File: src/design/mfi_ram.sv
// generic simple dual port ram with registered read
module mfi_ram #(
    parameter int WIDTH = 8,
    parameter int DEPTH = 16
) (
    input  logic                     aclk,
    input  logic                     we,
    input  logic [$clog2(DEPTH)-1:0] waddr,
    input  logic [WIDTH-1:0]         wdata,
    input  logic [$clog2(DEPTH)-1:0] raddr,
    output logic [WIDTH-1:0]         rdata
);

    logic [WIDTH-1:0] mem [DEPTH];
    logic [WIDTH-1:0] rdata_reg;

    // write port and registered read port
    always_ff @(posedge aclk) begin
        if (we) begin
            mem[waddr] <= wdata;
        end
        rdata_reg <= mem[raddr];
    end

    assign rdata = rdata_reg;

endmodule
File: config.mk
export PLATFORM = sky130hd
export DESIGN_NAME = mfi_ram
export DESIGN_NICKNAME = d
export VERILOG_FILES = /design/src/design/mfi_ram.sv
export SDC_FILE = /design/constraint.sdc
export NUM_CORES = 1
export LEC_CHECK = 0
export BUFFER_PORTS_ARGS = -buffer_cell sky130_fd_sc_hd__buf_2
export CELL_PAD_IN_SITES_DETAIL_PLACEMENT = 1
export CELL_PAD_IN_SITES_GLOBAL_PLACEMENT = 1
export CORE_MARGIN = 2
export CORE_UTILIZATION = 40
export DETAILED_ROUTE_END_ITERATION = 8
export GPL_TIMING_DRIVEN = 0
export HOLD_SLACK_MARGIN = 0.1
export PLACE_DENSITY = 0.68
export RECOVER_POWER = 50
export SLEW_MARGIN = 10
export SYNTH_ARGS = -nofsm -noshare
export SYNTH_HDL_FRONTEND = slang
export SYNTH_SLANG_ARGS = --single-unit
File: constraint.sdc
create_clock -name aclk -period 4.1 [get_ports aclk]
set_input_delay 0.41 -clock aclk [delete_from_list [all_inputs] [get_ports aclk]]
set_output_delay 0.41 -clock aclk [all_outputs]
set_load 0.01 [all_outputs]
==> flow_summary.toml <==
[timing]
fin_crit_sh_pct = 41.39
finalSetupTns_ns = 0
clock_skew_ns = 0.003733
slew_headroom_pct = 40.76
finalHoldViolations = 0
final_max_slew_viol_count = 0
setup_viol = 0
max_freq_mhz = 589.3
rsz0062_at_grt = "false"
layout_min_cycle_time_ns = 1.697
tightest_slew_ns = 0.8886

[logic_synthesis]
avgSynthCellArea_sq_um = 22.48
synth_seq_cells = 136
synthCells = 229
ys_types = 19
ys_seq_area_share_pct = 77.78
syn_area_sq_um = 5147
yosysWarnings = 0
syn_nets = 247

[min_path]
hold_path.class = "primary input to register"

[global_route]
track_usage_pct = 16.62
grt_max_degree = 17
grt-ovfl-total = 0
antenna_found_initial = 0
grt_pass1_vias = 2600
grt_pass1_wl_mm = 16.19

[floorplan]
start_util_pct = 40.96
num_io_pins = 26
core_sq_um = 12570
dieArea_sq_um = 13790
rows = 41
die_w_um = 117.4
die_h_um = 117.4

[pwr]
power.density_nw_per_um2 = 537.3
p_leak_nw = 1.997
ir_worst_vdd_v = 0.0004217

[routing]
drtIter0Drc = 164
viasPerCell = 5.274
drtPass1Iterations = 4
drtAntennaViolNets = 0
route.detailed.drc = 0
wl_mm = 10.61
vias = 2410
wl_per_cell_um = 23.22

[placement]
hpwl_mm = 6.616
place.gp.congestion = 0.7117
dpl-instance-area_sq_um = 5488
io_buffers = 24

[final_layout]
drive_gt1_share_pct = 24.56
final_nets = 290
syn_to_final_growth_pct = 18.35
largest_reg_flops = 128
num_antenna_cells = 0
fin_area_sq_um = 6092

[critical_path]
crit_arrival_ns = 1.74
crit_path_end = "mem[2][2]"
reg2regPathDepth = 3
regToRegSetupSlack_ns = 2.70
cp.required_ns = 4.14
startpoint_type = "primary input"
rr_startpoint = "mem[7][7]"
critPathKind = "primary input to register"
r2r-end = "rdata[7]"
path_max_fanout = 8
end_kind = "register"
startpoint = "waddr[2]"

[clock_tree]
clk_pin_slew_ns = 0.06
clk_path_buf_depth = 2
postCtsResizedCells = 0
cts_max_level = 4
cts-root-buf = "clkbuf_16"
cts_tree = "done"
cts_hold_buf = 0
numCtsBuffers = 17
insertion_delay_ns = 0.42
clock-sinks = 136
postCtsSetupBuffers = 0

[status]
status = "completed"

[flow_run]
maxCapViolCount = 0
==> synth_stat cells <==
library cell / n / share of area, %
and2b_1: 1 / 0.15
or3b_2: 1 / 0.17
mux4_1: 14 / 7.1
dfxtp_1: 8 / 3.1
nand2b_1: 2 / 0.24
mux4_2: 18 / 7.9
nor2b_1: 1 / 0.12
nand2_1: 9 / 0.66
buf_6: 3 / 0.66
edfxtp_1: 128 / 75
a22oi_1: 16 / 2.3
nor3_1: 4 / 0.39
nor2_1: 13 / 0.95
nand3b_1: 2 / 0.29
nand3_1: 1 / 0.097
buf_2: 3 / 0.29
buf_4: 1 / 0.15
clkdlybuf4s25_2: 3 / 0.58
and2_1: 1 / 0.12
==> layout by cell type, fill, tap and decap left out, types with 2 or more instances in the layout <==
cell	synthesis	layout
buf_2	3	11
clkbuf_8	0	4
a22oi_1	16	16
buf_6	3	3
nand2_1	9	9
nand3b_1	2	2
nor3_2	0	4
clkbuf_1	0	19
nor2_1	13	13
nand2b_1	2	2
clkdlybuf4s25_2	3	3
clkbuf_16	0	17
mux4_2	18	18
dfxtp_1	8	8
mux4_1	14	14
edfxtp_1	128	128
clkinv_2	0	4
bufinv_16	0	3
==> layer usage <==
layer | vias up | track usage (%) | wire length [um]
li1 | 1061 | - | -
met1 | 1276 | 22.51 | 4923
met2 | 58 | 24.82 | 4994
met3 | 15 | 4.961 | 436
met4 | 0 | 7.831 | 255
met5 | - | 0 | 0
==> worst max-delay path, cell delays in order <==
cell and delay [ns]:
buf_2 0.12, or3b_2 0.52, nor2_1 0.68
==> cell families after synthesis <==
family                 after synthesis  share of synthesized area [%]
AOI/OAI and AO/OA                   16                          2.334
buffers and inverters               10                          1.677
DFF                                136                          77.78
muxes                               32                          15.02
and+or+nand+nor                     35                          3.184
==> per-stage QoR <==
stage,hold slack (ns),worst slack [ns],power [mW],utilization (%),std cells
2_1_floorplan,0.5089,2.197,1.673,-,229
3_3_place_gp,0.6620,1.649,1.740,43.62,425
3_5_place_dp,0.6793,1.544,1.747,43.66,425
4_1_cts,0.3844,2.034,3.291,48.51,457
5_1_grt,0.5381,2.312,3.359,48.47,457
6_report,0.5202,2.403,3.273,48.47,457
==> power breakdown <==
part	total [mW]	switching (mW)	internal [mW]	leakage [nW]
clock	1.56	0.543	1.02	0.300
sequential	1.56	0.00763	1.56	1.22
combinational	0.151	0.0923	0.0582	0.473
==> worst min path at each step <==
stage	start	endpoint	slack, ns	depth (start not counted)
after floorplan	wdata[0]	mem[0][0]	0.51	0
after global placement	mem[11][2]	rdata[2]	0.66	3
after detailed placement	mem[11][2]	rdata[2]	0.68	3
after CTS	wdata[6]	mem[11][6]	0.38	1
after global routing	waddr[0]	mem[4][1]	0.54	2
final	waddr[0]	mem[4][5]	0.52	2
==> layout make-up <==
| class | instances | area, sq um |
|---|---|---|
| multi-input combinational | 83 | 1077 |
| sequential | 136 | 4004 |
| tap | 172 | 215.2 |
| timing repair buffer | 24 | 100.1 |
| clock buffer | 24 | 491.7 |
| buffer | 10 | 86.33 |
| clock inverter | 8 | 117.6 |
| fill | 1147 | 6476 |
(Power assumes the default switching activity.)
